## config.mk

```make
export PLATFORM = sky130hd
export DESIGN_NAME = escape_sequence_classifier_flat
export DESIGN_NICKNAME = d
export VERILOG_FILES = /design/src/sv/esc_cls_pkg.sv /design/src/sv/esc_cls_ifs.sv /design/src/sv/escape_sequence_classifier.sv /design/src/flat_wrapper.sv
export VERILOG_INCLUDE_DIRS = /design/src /design/src/sv
export SDC_FILE = /design/constraint.sdc
export NUM_CORES = 1
export LEC_CHECK = 0
export BUFFER_PORTS_ARGS = -buffer_cell sky130_fd_sc_hd__buf_4
export CAP_MARGIN = 30
export CORE_MARGIN = 3
export CORE_UTILIZATION = 42
export DETAILED_ROUTE_END_ITERATION = 8
export MAX_ROUTING_LAYER = met4
export PLACE_DENSITY = 0.65
export SYNTH_ARGS = -nofsm -noshare
export SYNTH_HDL_FRONTEND = slang
export SYNTH_SLANG_ARGS = --single-unit
```

## constraint.sdc

```tcl
create_clock -name i_clk -period 3.4 [get_ports i_clk]
set_input_delay 0.68 -clock i_clk [delete_from_list [all_inputs] [get_ports i_clk]]
set_output_delay 0.68 -clock i_clk [all_outputs]
set_load 0.03 [all_outputs]
```

## src/sv/escape_sequence_classifier_defines.svh

```systemverilog
// Assertion helpers for the escape sequence classifier.
`ifndef ESCAPE_SEQUENCE_CLASSIFIER_DEFINES_SVH
`define ESCAPE_SEQUENCE_CLASSIFIER_DEFINES_SVH

// Implication checked on every rising edge outside reset.
`define ESC_ASSERT_IMPL(label, clk, rst_n, ante, cons, msg) \
    label: assert property (@(posedge clk) disable iff (!rst_n) (ante) |-> (cons)) \
        else $error(msg);

// Non-overlapping implication, checked outside reset.
`define ESC_ASSERT_NEXT(label, clk, rst_n, ante, cons, msg) \
    label: assert property (@(posedge clk) disable iff (!rst_n) (ante) |=> (cons)) \
        else $error(msg);

`endif

```

## src/sv/esc_cls_pkg.sv

```systemverilog
`default_nettype none

package esc_cls_pkg;

    localparam int OPCODE_W = 2;
    localparam int BYTE_W   = 8;
    localparam int KIND_W   = 3;
    localparam int SLOT_W   = 2;
    localparam int SET_W    = 3;
    localparam int LEN_W    = 8;

    // opcodes
    localparam logic [OPCODE_W-1:0] OP_START = 2'd0;
    localparam logic [OPCODE_W-1:0] OP_BYTE  = 2'd1;
    localparam logic [OPCODE_W-1:0] OP_END   = 2'd2;
    localparam logic [OPCODE_W-1:0] OP_NONE  = 2'd3;

    // result kinds
    localparam logic [KIND_W-1:0] KIND_TRUNCATED   = 3'd0;
    localparam logic [KIND_W-1:0] KIND_MALFORMED   = 3'd1;
    localparam logic [KIND_W-1:0] KIND_SHIFT       = 3'd2;
    localparam logic [KIND_W-1:0] KIND_CONTROL     = 3'd3;
    localparam logic [KIND_W-1:0] KIND_UNSUPPORTED = 3'd4;
    localparam logic [KIND_W-1:0] KIND_DESIGNATION = 3'd5;

    // character sets
    localparam logic [SET_W-1:0] SET_NULL  = 3'd0;
    localparam logic [SET_W-1:0] SET_PRIM  = 3'd1;
    localparam logic [SET_W-1:0] SET_SUPP  = 3'd2;
    localparam logic [SET_W-1:0] SET_PDI   = 3'd3;
    localparam logic [SET_W-1:0] SET_MOS   = 3'd4;
    localparam logic [SET_W-1:0] SET_MACRO = 3'd5;
    localparam logic [SET_W-1:0] SET_DRCS  = 3'd6;

    // byte values
    localparam logic [BYTE_W-1:0] B_FINAL_LO = 8'h30;
    localparam logic [BYTE_W-1:0] B_FINAL_HI = 8'h7E;
    localparam logic [BYTE_W-1:0] B_C1_LO    = 8'h40;
    localparam logic [BYTE_W-1:0] B_C1_HI    = 8'h5F;
    localparam logic [BYTE_W-1:0] B_LS2      = 8'h6E;
    localparam logic [BYTE_W-1:0] B_LS3      = 8'h6F;
    localparam logic [BYTE_W-1:0] B_CSET_A   = 8'h21;
    localparam logic [BYTE_W-1:0] B_CSET_B   = 8'h22;
    localparam logic [LEN_W-1:0]  LEN_MAX    = 8'd255;

    typedef struct packed {
        logic              hit;
        logic [SLOT_W-1:0] slot;
        logic              wide_ok;
    } t_slot_dec;

    typedef struct packed {
        logic [SET_W-1:0] code;
        logic             wide;
    } t_set_dec;

    typedef struct packed {
        logic [KIND_W-1:0] kind;
        logic [SLOT_W-1:0] slot;
        logic [SET_W-1:0]  set_code;
        logic [BYTE_W-1:0] c1_code;
        logic [LEN_W-1:0]  seq_length;
        logic              byte_consumed;
    } t_result;

    // slot named by the intermediate byte of a designation
    function automatic t_slot_dec slot_for(input logic [BYTE_W-1:0] im);
        t_slot_dec d;
        d = '{hit: 1'b1, slot: 2'd0, wide_ok: 1'b1};
        unique case (im)
            8'h28: begin
                d.wide_ok = 1'b0;
            end
            8'h29, 8'h2D: d.slot = 2'd1;
            8'h2A, 8'h2E: d.slot = 2'd2;
            8'h2B, 8'h2F: d.slot = 2'd3;
            default: d.hit = 1'b0;
        endcase
        return d;
    endfunction

    // set named by the final byte; 96-position sets flagged wide
    function automatic t_set_dec set_for(input logic [BYTE_W-1:0] fb);
        t_set_dec d;
        d = '{code: SET_NULL, wide: 1'b0};
        unique case (fb)
            8'h42: d.code = SET_PRIM;
            8'h7C: d.code = SET_SUPP;
            8'h57: d = '{code: SET_PDI,   wide: 1'b1};
            8'h7D: d = '{code: SET_MOS,   wide: 1'b1};
            8'h7A: d = '{code: SET_MACRO, wide: 1'b1};
            8'h7B: d = '{code: SET_DRCS,  wide: 1'b1};
            default: d.code = SET_NULL;
        endcase
        return d;
    endfunction

endpackage

`default_nettype wire

```

## src/sv/esc_cls_ifs.sv

```systemverilog
`default_nettype none

interface esc_cls_in_if;
    logic                             valid;
    logic                             ready;
    logic [esc_cls_pkg::OPCODE_W-1:0] opcode;
    logic [esc_cls_pkg::BYTE_W-1:0]   byte_value;

    modport source (output valid, opcode, byte_value, input ready);
    modport sink   (input valid, opcode, byte_value, output ready);
endinterface

interface esc_cls_out_if;
    logic                           valid;
    logic                           ready;
    logic [esc_cls_pkg::KIND_W-1:0] kind;
    logic [esc_cls_pkg::SLOT_W-1:0] slot;
    logic [esc_cls_pkg::SET_W-1:0]  set_code;
    logic [esc_cls_pkg::BYTE_W-1:0] c1_code;
    logic [esc_cls_pkg::LEN_W-1:0]  seq_length;
    logic                           byte_consumed;

    modport source (output valid, kind, slot, set_code, c1_code, seq_length,
                    byte_consumed, input ready);
    modport sink   (input valid, kind, slot, set_code, c1_code, seq_length,
                    byte_consumed, output ready);
endinterface

`default_nettype wire

```

## src/sv/escape_sequence_classifier.sv

```systemverilog
// Channel   Dir  Payload                                        Handshake
// i_item    in   opcode[1:0], byte_value[7:0]                   valid/ready
// o_result  out  kind, slot, set_code, c1_code, seq_length,     valid/ready
//                byte_consumed
//
// One item per cycle sustained unless a held result stalls the input stage; an item loads
// the input register at its transfer, and its result, if it closes a sequence, loads the
// result register when stage 1 moves on.
// i_rst_n is synchronous, active low: closes any open sequence, empties both
// stages.
// A held result stalls the input stage only when that stage also has an item;
// i_item.ready is low only while both stages are full and o_result.ready low.
`default_nettype none

`include "escape_sequence_classifier_defines.svh"

module escape_sequence_classifier (
    input  wire           i_clk,
    input  wire           i_rst_n,
    esc_cls_in_if.sink    i_item,
    esc_cls_out_if.source o_result
);

    localparam int B = esc_cls_pkg::BYTE_W;

    // input stage
    logic                             r_s1_valid;
    logic [esc_cls_pkg::OPCODE_W-1:0] r_s1_op;
    logic [B-1:0]                     r_s1_byte;

    // sequence state
    logic                             r_in_seq,   n_in_seq;
    logic [B-1:0]                     r_im_count, n_im_count;
    logic [B-1:0]                     r_first_im, n_first_im;

    // result register
    logic                             r_out_valid;
    esc_cls_pkg::t_result             r_out,      n_out;

    logic                             s1_go;
    logic                             emit;
    logic [esc_cls_pkg::LEN_W:0]      sum0, sum1;
    logic [esc_cls_pkg::LEN_W-1:0]    len0, len1;
    logic                             is_inter, is_fin_byte, is_c1;
    esc_cls_pkg::t_slot_dec           sd;
    esc_cls_pkg::t_set_dec            fd;

    // stage 1 moves on when the result register is free or being drained
    assign s1_go        = r_s1_valid && (!r_out_valid || o_result.ready);
    assign i_item.ready = !r_s1_valid || s1_go;

    // length with and without the final byte, saturating
    assign sum0 = {1'b0, r_im_count} + 9'd1;
    assign sum1 = {1'b0, r_im_count} + 9'd2;
    assign len0 = sum0[esc_cls_pkg::LEN_W] ? esc_cls_pkg::LEN_MAX : sum0[esc_cls_pkg::LEN_W-1:0];
    assign len1 = sum1[esc_cls_pkg::LEN_W] ? esc_cls_pkg::LEN_MAX : sum1[esc_cls_pkg::LEN_W-1:0];

    assign is_inter    = (r_s1_byte[7:4] == 4'h2);
    assign is_fin_byte = (r_s1_byte >= esc_cls_pkg::B_FINAL_LO) &&
                         (r_s1_byte <= esc_cls_pkg::B_FINAL_HI);
    assign is_c1       = (r_s1_byte >= esc_cls_pkg::B_C1_LO) &&
                         (r_s1_byte <= esc_cls_pkg::B_C1_HI);
    assign sd          = esc_cls_pkg::slot_for(r_first_im);
    assign fd          = esc_cls_pkg::set_for(r_s1_byte);

    always_comb begin
        n_in_seq   = r_in_seq;
        n_im_count = r_im_count;
        n_first_im = r_first_im;
        emit       = 1'b0;
        n_out      = '{kind: esc_cls_pkg::KIND_TRUNCATED, slot: '0,
                       set_code: esc_cls_pkg::SET_NULL, c1_code: '0,
                       seq_length: len0, byte_consumed: 1'b1};

        unique case (r_s1_op)
            esc_cls_pkg::OP_START: begin
                // also abandons any open sequence silently
                n_in_seq   = 1'b1;
                n_im_count = '0;
                n_first_im = '0;
            end
            esc_cls_pkg::OP_END: begin
                if (r_in_seq) begin
                    emit     = 1'b1;
                    n_in_seq = 1'b0;
                end
            end
            esc_cls_pkg::OP_BYTE: begin
                if (r_in_seq) begin
                    if (is_inter) begin
                        if (r_im_count == '0)
                            n_first_im = r_s1_byte;
                        if (r_im_count != esc_cls_pkg::LEN_MAX)
                            n_im_count = r_im_count + 8'd1;
                    end else begin
                        emit     = 1'b1;
                        n_in_seq = 1'b0;
                        if (!is_fin_byte) begin
                            // terminator is left for the caller to execute
                            n_out.kind          = esc_cls_pkg::KIND_MALFORMED;
                            n_out.byte_consumed = 1'b0;
                        end else begin
                            n_out.seq_length = len1;
                            if (r_im_count == '0) begin
                                if (r_s1_byte == esc_cls_pkg::B_LS2) begin
                                    n_out.kind = esc_cls_pkg::KIND_SHIFT;
                                    n_out.slot = 2'd2;
                                end else if (r_s1_byte == esc_cls_pkg::B_LS3) begin
                                    n_out.kind = esc_cls_pkg::KIND_SHIFT;
                                    n_out.slot = 2'd3;
                                end else if (is_c1) begin
                                    n_out.kind    = esc_cls_pkg::KIND_CONTROL;
                                    n_out.c1_code = r_s1_byte;
                                end else begin
                                    n_out.kind = esc_cls_pkg::KIND_UNSUPPORTED;
                                end
                            end else if (r_im_count != 8'd1 ||
                                         r_first_im == esc_cls_pkg::B_CSET_A ||
                                         r_first_im == esc_cls_pkg::B_CSET_B ||
                                         !sd.hit) begin
                                n_out.kind = esc_cls_pkg::KIND_UNSUPPORTED;
                            end else begin
                                // 96-position sets cannot go into G0
                                n_out.kind     = esc_cls_pkg::KIND_DESIGNATION;
                                n_out.slot     = sd.slot;
                                n_out.set_code = (fd.wide && !sd.wide_ok) ?
                                                 esc_cls_pkg::SET_NULL : fd.code;
                            end
                        end
                    end
                end
            end
            esc_cls_pkg::OP_NONE: begin
                emit = 1'b0;
            end
            default: begin
                emit = 1'b0;
            end
        endcase
    end

    always_ff @(posedge i_clk) begin
        if (!i_rst_n) begin
            r_s1_valid  <= 1'b0;
            r_in_seq    <= 1'b0;
            r_im_count  <= '0;
            r_first_im  <= '0;
            r_out_valid <= 1'b0;
        end else begin
            if (i_item.ready)
                r_s1_valid <= i_item.valid;
            if (s1_go) begin
                r_in_seq    <= n_in_seq;
                r_im_count  <= n_im_count;
                r_first_im  <= n_first_im;
                r_out_valid <= emit;
            end else if (o_result.ready) begin
                r_out_valid <= 1'b0;
            end
        end
    end

    // payload registers
    always_ff @(posedge i_clk) begin
        if (i_item.ready && i_item.valid) begin
            r_s1_op   <= i_item.opcode;
            r_s1_byte <= i_item.byte_value;
        end
        if (s1_go && emit)
            r_out <= n_out;
    end

    assign o_result.valid         = r_out_valid;
    assign o_result.kind          = r_out.kind;
    assign o_result.slot          = r_out.slot;
    assign o_result.set_code      = r_out.set_code;
    assign o_result.c1_code       = r_out.c1_code;
    assign o_result.seq_length    = r_out.seq_length;
    assign o_result.byte_consumed = r_out.byte_consumed;

    // a result only comes out of an open sequence
    `ESC_ASSERT_IMPL(a_result_from_open, i_clk, i_rst_n, $rose(r_out_valid),
        $past(r_in_seq), "result without open sequence")
    // a sequence closes only on a processed byte or end of data
    `ESC_ASSERT_IMPL(a_close_cause, i_clk, i_rst_n, $fell(r_in_seq),
        $past(s1_go) && ($past(r_s1_op) == esc_cls_pkg::OP_BYTE ||
        $past(r_s1_op) == esc_cls_pkg::OP_END), "sequence closed without cause")
    // a C1 control is always ESC plus one final byte
    `ESC_ASSERT_IMPL(a_control_len, i_clk, i_rst_n,
        r_out_valid && r_out.kind == esc_cls_pkg::KIND_CONTROL,
        r_out.seq_length == 8'd2, "control with wrong length")
    // G0 never receives a 96-position set
    `ESC_ASSERT_IMPL(a_g0_narrow, i_clk, i_rst_n,
        r_out_valid && r_out.kind == esc_cls_pkg::KIND_DESIGNATION && r_out.slot == 2'd0,
        r_out.set_code == esc_cls_pkg::SET_NULL || r_out.set_code == esc_cls_pkg::SET_PRIM ||
        r_out.set_code == esc_cls_pkg::SET_SUPP, "wide set in G0")
    // an emitted item lands in the result register
    `ESC_ASSERT_NEXT(a_emit_lands, i_clk, i_rst_n, s1_go && emit, r_out_valid,
        "result lost")

endmodule

`default_nettype wire
```

## src/flat_wrapper.sv

```systemverilog
// flat-port wrapper written by rule: the top's interface ports become plain ports
module escape_sequence_classifier_flat 
  (i_clk, i_rst_n, i_item_valid, i_item_opcode, i_item_byte_value, i_item_ready, o_result_valid, o_result_kind, o_result_slot, o_result_set_code, o_result_c1_code, o_result_seq_length, o_result_byte_consumed, o_result_ready);
  esc_cls_in_if i_item_i ();
  esc_cls_out_if o_result_i ();
  input  wire i_clk;
  input  wire i_rst_n;
  input wire logic [$bits(i_item_i.valid)-1:0] i_item_valid;
  input wire logic [$bits(i_item_i.opcode)-1:0] i_item_opcode;
  input wire logic [$bits(i_item_i.byte_value)-1:0] i_item_byte_value;
  output wire logic [$bits(i_item_i.ready)-1:0] i_item_ready;
  output wire logic [$bits(o_result_i.valid)-1:0] o_result_valid;
  output wire logic [$bits(o_result_i.kind)-1:0] o_result_kind;
  output wire logic [$bits(o_result_i.slot)-1:0] o_result_slot;
  output wire logic [$bits(o_result_i.set_code)-1:0] o_result_set_code;
  output wire logic [$bits(o_result_i.c1_code)-1:0] o_result_c1_code;
  output wire logic [$bits(o_result_i.seq_length)-1:0] o_result_seq_length;
  output wire logic [$bits(o_result_i.byte_consumed)-1:0] o_result_byte_consumed;
  input wire logic [$bits(o_result_i.ready)-1:0] o_result_ready;
  assign i_item_i.valid = i_item_valid;
  assign i_item_i.opcode = i_item_opcode;
  assign i_item_i.byte_value = i_item_byte_value;
  assign i_item_ready = i_item_i.ready;
  assign o_result_valid = o_result_i.valid;
  assign o_result_kind = o_result_i.kind;
  assign o_result_slot = o_result_i.slot;
  assign o_result_set_code = o_result_i.set_code;
  assign o_result_c1_code = o_result_i.c1_code;
  assign o_result_seq_length = o_result_i.seq_length;
  assign o_result_byte_consumed = o_result_i.byte_consumed;
  assign o_result_i.ready = o_result_ready;
  escape_sequence_classifier u_core (.i_clk(i_clk), .i_rst_n(i_rst_n), .i_item(i_item_i), .o_result(o_result_i));
endmodule
```

==> results of run 1 <==
==> cells by family (layout without fill, tap and decap cells) <==
logic type | after synthesis | after routing | synth area share, %
other cells | 1 | 2 | 0.137
buf+inv | 20 | 55 | 3.21
simple gates | 106 | 106 | 23.2
flops | 54 | 54 | 52.4
compound gates | 57 | 57 | 14.7
xor+xnor | 1 | 1 | 0.321
mux | 6 | 6 | 2.34
fa+ha+maj | 8 | 8 | 3.67
==> synth_stat cells (2+ instances only) <==
| library cell | number | area (µm²) |
|---|---|---|
| a211oi_1 | 3 | 22.5 |
| a21boi_0 | 2 | 15.0 |
| a21oi_1 | 14 | 70.1 |
| a22o_1 | 4 | 35.0 |
| a31oi_1 | 6 | 37.5 |
| and2_1 | 11 | 68.8 |
| and3_1 | 4 | 25.0 |
| and4_1 | 3 | 26.3 |
| buf_2 | 4 | 20.0 |
| clkbuf_1 | 9 | 33.8 |
| dfxtp_1 | 19 | 380 |
| edfxtp_1 | 35 | 1050 |
| ha_1 | 8 | 100 |
| inv_1 | 6 | 22.5 |
| mux2_1 | 2 | 22.5 |
| mux2i_1 | 3 | 30.0 |
| nand2_1 | 21 | 78.8 |
| nand2b_1 | 3 | 18.8 |
| nand3_1 | 11 | 55.1 |
| nand4_1 | 3 | 18.8 |
| nor2_1 | 18 | 67.6 |
| nor2b_1 | 3 | 18.8 |
| nor3_1 | 8 | 40.0 |
| nor3b_1 | 2 | 15.0 |
| nor4_1 | 3 | 18.8 |
| nor4_2 | 2 | 25.0 |
| nor4b_1 | 2 | 17.5 |
| o2111ai_1 | 2 | 17.5 |
| o21a_1 | 2 | 15.0 |
| o21ai_0 | 7 | 35.0 |
| o21ai_1 | 2 | 10.0 |
| o22ai_1 | 2 | 12.5 |
| or3_1 | 2 | 12.5 |
==> flip-flops by register name (all words and copies together), names as in the netlist <==
signal / cells
u_core.o_result.byte_consumed: 1
u_core.o_result.c1_code: 8
u_core.o_result.kind: 3
u_core.o_result.seq_length: 8
u_core.o_result.set_code: 3
u_core.o_result.slot: 2
u_core.o_result.valid: 1
u_core.r_first_im: 8
u_core.r_im_count: 8
u_core.r_in_seq: 1
u_core.r_s1_byte: 8
u_core.r_s1_op: 2
u_core.r_s1_valid: 1
==> power by group through the flow <==
stage / Clock [mW] / Combinational (mW) / Sequential, mW
after floorplan: 0 / 0.0598 / 0.736
after global placement: 0 / 0.0805 / 0.743
after detailed placement: 0 / 0.0810 / 0.744
after CTS: 0.383 / 0.0812 / 0.729
after global routing: 0.406 / 0.0897 / 0.733
final: 0.371 / 0.0812 / 0.729
==> per-stage QoR <==
| stage | cell area [µm²] | power (mW) | hold slack (ns) |
|---|---|---|---|
| 2_1_floorplan | 2740 | 0.796 | 0.418 |
| 3_3_place_gp | 3080 | 0.824 | 0.434 |
| 3_5_place_dp | 3080 | 0.825 | 0.444 |
| 4_1_cts | 3180 | 1.19 | 0.468 |
| 5_1_grt | 3180 | 1.23 | 0.491 |
| 6_report | 3180 | 1.18 | 0.466 |
==> final timing paths <==
kind	end	slack, ns	cells after the start
max	u_core.o_result.seq_length[4]	1.02	6
min	u_core.r_first_im[5]	0.47	1
min reg2reg	u_core.r_first_im[5]	0.47	1
max reg2reg	u_core.o_result.seq_length[4]	1.02	6
==> routing by layer <==
metal	up-vias	share of wire [%]	GRT usage (%)
li1	1021	-	-
met3	5	6.1	3.33
met1	963	47	21.1
met4	0	0.84	3.82
met5	-	0	-
met2	55	46	24.2
==> cell type report <==
class	instances	area, µm²	area share [%]
inverter	6	22.5	0.709
timing repair buffer	41	308	9.69
tap	75	93.8	2.95
clock inverter	2	12.5	0.394
sequential	54	1430	45.1
multi-input combinational	180	1230	38.6
clock buffer	6	82.6	2.60
==> results.json, run 1 <==
{
  "critPathSlowestCell": "ha_1",
  "cts_buffer_depth": 2,
  "yosysWarnings": 0,
  "postCtsSetupRepairBufs": 0,
  "post-route-min-period_ns": 2.38,
  "crit_fanout": 18,
  "pre_cts_ws_ns": 1.02,
  "io_pins": 41,
  "die_h_um": 86.6,
  "period_share_pct": 70.1,
  "synth.distinct_cells": 60,
  "netlist_area_um2": 2730,
  "antennaDiodeCount": 0,
  "worstMarginPinSlew_ns": 0.603,
  "area_delta_synth_final_pct": 16.4,
  "clk_latency_ns": 0.30,
  "hp-class": "reg2reg",
  "criticalPathCategory": "reg2reg",
  "async_reset_ff_share_pct": 0,
  "mostFrequentLayoutCell": "buf_4",
  "crit_buf_inv": 1,
  "cp_data_required_time_ns": 3.46,
  "wl_per_cell_um": 15.1,
  "finalWirelength_mm": 5.48,
  "grt_pass1_vias": 1856,
  "drc": 0,
  "post-route-util_pct": 52.1,
  "fill_cells": 546,
  "synth.ff_latch_count": 54,
  "cp-start-kind": "flop",
  "dr.pass1.iters": 4,
  "timing.fmax_mhz": 420,
  "avgSynthCellArea_um2": 10.8,
  "path_cells": "inv_1, ha_1, nand2_1, nor2b_4, mux2i_1, mux2_1",
  "cts_resized": 0,
  "synth-edff-count": 35,
  "ir_drop_v": 0.000163,
  "start_util_pct": 44.8,
  "antenna_found_initial": 0,
  "swShare_pct": 23.1,
  "yosysSeqAreaShare_pct": 52.4,
  "r2r-start": "u_core.r_s1_op[1]",
  "ctsHtreeMaxLevel": 2,
  "fin_nets": 310,
  "cts_sinks": 54,
  "power_density_nw_per_um2": 372,
  "grt_pass1_wl_mm": 9.01,
  "most-common-layout-cells": "buf_4 (41), edfxtp_1 (35), nand2_1 (21)",
  "p_leak_nw": 1.08,
  "avgViaCountPerCell": 5.62,
  "maxSlewViolCount": 0,
  "setup_tns_ns": 0,
  "cp_top_family": "multiplexers",
  "cts_root_buf": "clkbuf_8",
  "tritoncts": "done",
  "place_hpwl_mm": 3.97,
  "clkTransAtPathRegs_ns": 0.09,
  "p_clk_share_pct": 31.4,
  "finalNonFillerCells": 364,
  "drive_gt1_share_pct": 22.5,
  "gp_congestion": 0.887,
  "fin_skew_ns": 0.00682,
  "p_sw_mw": 0.273,
  "die_w_um": 86.6,
  "drv_cap": 0,
  "grt_usage_pct": 15.6,
  "timing.critical_path.from": "u_core.r_s1_op[1]",
  "cts-buffers-inserted": 5,
  "grt_overflow": 0,
  "min_from": "u_core.r_first_im[5]",
  "synthCells": 253,
  "critPathCaptureType": "flop",
  "combPwrFrac_pct": 6.9,
  "synth_flop_cell": "edfxtp_1",
  "ant_nets": 0,
  "cpPeakStageDelay_ns": 0.54,
  "vias": 2044,
  "status": "finished clean",
  "num_rows": 28,
  "internal_power_mw": 0.908,
  "drt_iter0_drc": 196,
  "io_buffer_count": 40,
  "maxSlewHeadroom_pct": 59.2,
  "final-setup-viol-count": 0,
  "ctsHoldBuffers": 0,
  "p_seq_share_pct": 61.7,
  "dp_cells": 356,
  "hold_viol": 0,
  "rsz0062_at_grt": "false",
  "cp.arrival_ns": 2.44,
  "fp.dieArea_um2": 7500,
  "grt_max_degree": 26,
  "setup_ws_ns": 1.02,
  "core_um2": 6100
}
No activity file was read; power rests on OpenSTA's default activity.
==> run 2, diff against run 1 <==
--- a/config.mk
+++ b/config.mk
@@ -12,7 +12,7 @@
 export CORE_UTILIZATION = 42
 export DETAILED_ROUTE_END_ITERATION = 8
 export MAX_ROUTING_LAYER = met4
-export PLACE_DENSITY = 0.65
+export PLACE_DENSITY = 0.63
 export SYNTH_ARGS = -nofsm -noshare
 export SYNTH_HDL_FRONTEND = slang
 export SYNTH_SLANG_ARGS = --single-unit
==> constraint.sdc (replaced) <==
create_clock -name i_clk -period 2.2 [get_ports i_clk]
set_input_delay 0.44 -clock i_clk [delete_from_list [all_inputs] [get_ports i_clk]]
set_output_delay 0.44 -clock i_clk [all_outputs]
set_load 0.03 [all_outputs]
==> run 2 against run 1 <==
Compared with the run above:
- flip-flop and latch count unchanged
- critical endpoint is now u_core.r_im_count[5]
- non-clock buffer count up 15
- total power up 62%
- sequential share of layout area down 2.0 points
- largest cell class unchanged
- final area up 4.6%
- worst hold slack worse by 0.17 ns
- cell count up 4.1%
==> results.json, run 2 (same netlist as run 1, synthesis figures left out) <==
{
  "cts_buffer_depth": 2,
  "drive_gt1_share_pct": 26.6,
  "post-route-util_pct": 54.5,
  "cp.arrival_ns": 2.30,
  "critPathCaptureType": "flop",
  "holdPathStages": 1,
  "grt_pass1_wl_mm": 9.52,
  "wl_per_cell_um": 15.3,
  "reg2reg_setup_slack_ns": 0.11,
  "drt_iter0_drc": 171,
  "fp.dieArea_um2": 7500,
  "ir_drop_v": 0.000390,
  "io_pins": 41,
  "r2r-start": "u_core.r_s1_byte[4]",
  "ctsHtreeMaxLevel": 2,
  "ant_nets": 0,
  "core_um2": 6100,
  "ctsHoldBuffers": 0,
  "grt_usage_pct": 16.8,
  "vias": 2071,
  "cts_resized": 0,
  "maxSlewViolCount": 0,
  "fill_cells": 559,
  "final-setup-viol-count": 0,
  "place_hpwl_mm": 4.25,
  "reg2reg_depth": 4,
  "hp-class": "in2reg",
  "antenna_found_initial": 0,
  "avgViaCountPerCell": 5.46,
  "rsz0062_at_grt": "false",
  "tritoncts": "done",
  "die_h_um": 86.6,
  "grt_max_degree": 19,
  "drc": 0,
  "dr.pass1.iters": 5,
  "num_rows": 28,
  "dp_cells": 371,
  "start_util_pct": 44.8,
  "cp-start-kind": "flop",
  "power_density_nw_per_um2": 575,
  "criticalPathCategory": "reg2reg",
  "holdWs_ns": 0.294,
  "cts_sinks": 54,
  "setup_tns_ns": 0,
  "finalNonFillerCells": 379,
  "most-common-layout-cells": "buf_4 (55), edfxtp_1 (35), nand2_1 (21)",
  "min_from": "i_item_opcode[1]",
  "r2r_end": "u_core.r_im_count[5]",
  "finalWirelength_mm": 5.81,
  "cts-buffers-inserted": 5,
  "antennaDiodeCount": 0,
  "drv_cap": 0,
  "clkTransAtPathRegs_ns": 0.10,
  "hold_viol": 0,
  "status": "finished clean",
  "cp_data_required_time_ns": 2.41,
  "grt_pass1_vias": 1897,
  "p_leak_nw": 1.17,
  "clk_latency_ns": 0.31,
  "gp_congestion": 0.912,
  "period_share_pct": 94.8,
  "area_delta_synth_final_pct": 21.7,
  "timing.fmax_mhz": 479,
  "grt_overflow": 0,
  "worstMarginPinSlew_ns": 0.547,
  "mostFrequentLayoutCell": "buf_4",
  "die_w_um": 86.6,
  "maxSlewHeadroom_pct": 63.4,
  "post-route-min-period_ns": 2.09,
  "postCtsSetupRepairBufs": 0,
  "cts_root_buf": "clkbuf_8",
  "io_buffer_count": 40,
  "min_to": "u_core.r_s1_op[1]",
  "fin_skew_ns": 0.00682,
  "fin_nets": 325,
  "crit_fanout": 10
}
-- run 2: cell types whose count changed in the layout (fill, tap and decap cells not counted), sizes merged --
cell,delta
buf,+15
clkinv,-1
clkinvlp,-1
inv,+2
-- run 2: worst max path at each step --
stage / start / endpoint / depth (start not counted)
global route: u_core.r_s1_byte[7] / u_core.o_result.seq_length[4] / 5
detailed placement: u_core.r_s1_op[1] / u_core.r_im_count[4] / 7
floorplan: u_core.r_s1_op[1] / u_core.o_result.byte_consumed / 6
finish: u_core.r_s1_byte[4] / u_core.r_im_count[5] / 4
CTS: u_core.r_s1_op[1] / u_core.r_im_count[4] / 7
global placement: u_core.r_s1_op[1] / u_core.r_im_count[4] / 7
-- run 2: layout make-up --
class / instances / area, µm² / area share [%]
Tap cell: 75 / 93.8 / 2.82
Multi-Input combinational cell: 180 / 1230 / 37.0
Sequential cell: 54 / 1430 / 43.1
Clock inverter: 2 / 17.5 / 0.527
Clock buffer: 6 / 93.8 / 2.82
Timing Repair Buffer: 56 / 433 / 13.0
Inverter: 6 / 22.5 / 0.678
-- run 2: critical path, cell delays in order, from the launching register on --
cell      delay (ns)
edfxtp_1        0.57
or4b_1          0.67
a21oi_1         0.40
a21boi_0        0.16
o21a_1          0.19
-- run 2: layer usage --
layer,share of wire (%),wire length [µm],vias to the layer above,track usage [%]
met4,0.57,33,0,5.52
met3,7.0,406,2,3.90
met1,48,2810,957,23.5
li1,-,-,1051,-
met5,0,0,-,-
met2,44,2560,61,23.9
-- run 2: report_power, final --
part | internal [mW] | total [mW] | switching [mW] | leakage (nW)
Combinational | 0.0623 | 0.137 | 0.0747 | 0.688
Sequential | 1.09 | 1.12 | 0.0309 | 0.428
Clock | 0.302 | 0.649 | 0.346 | 0.0588
Total | 1.46 | 1.91 | 0.452 | 1.17
-- run 2: through the flow --
step / power, mW / worst slack (ns) / area, µm²
floorplan: 1.23 / 0.0801 / 2750
global placement: 1.28 / 0.144 / 3210
detailed placement: 1.28 / 0.107 / 3210
CTS: 1.93 / 0.0935 / 3320
global route: 2.00 / 0.0445 / 3320
finish: 1.91 / 0.114 / 3320
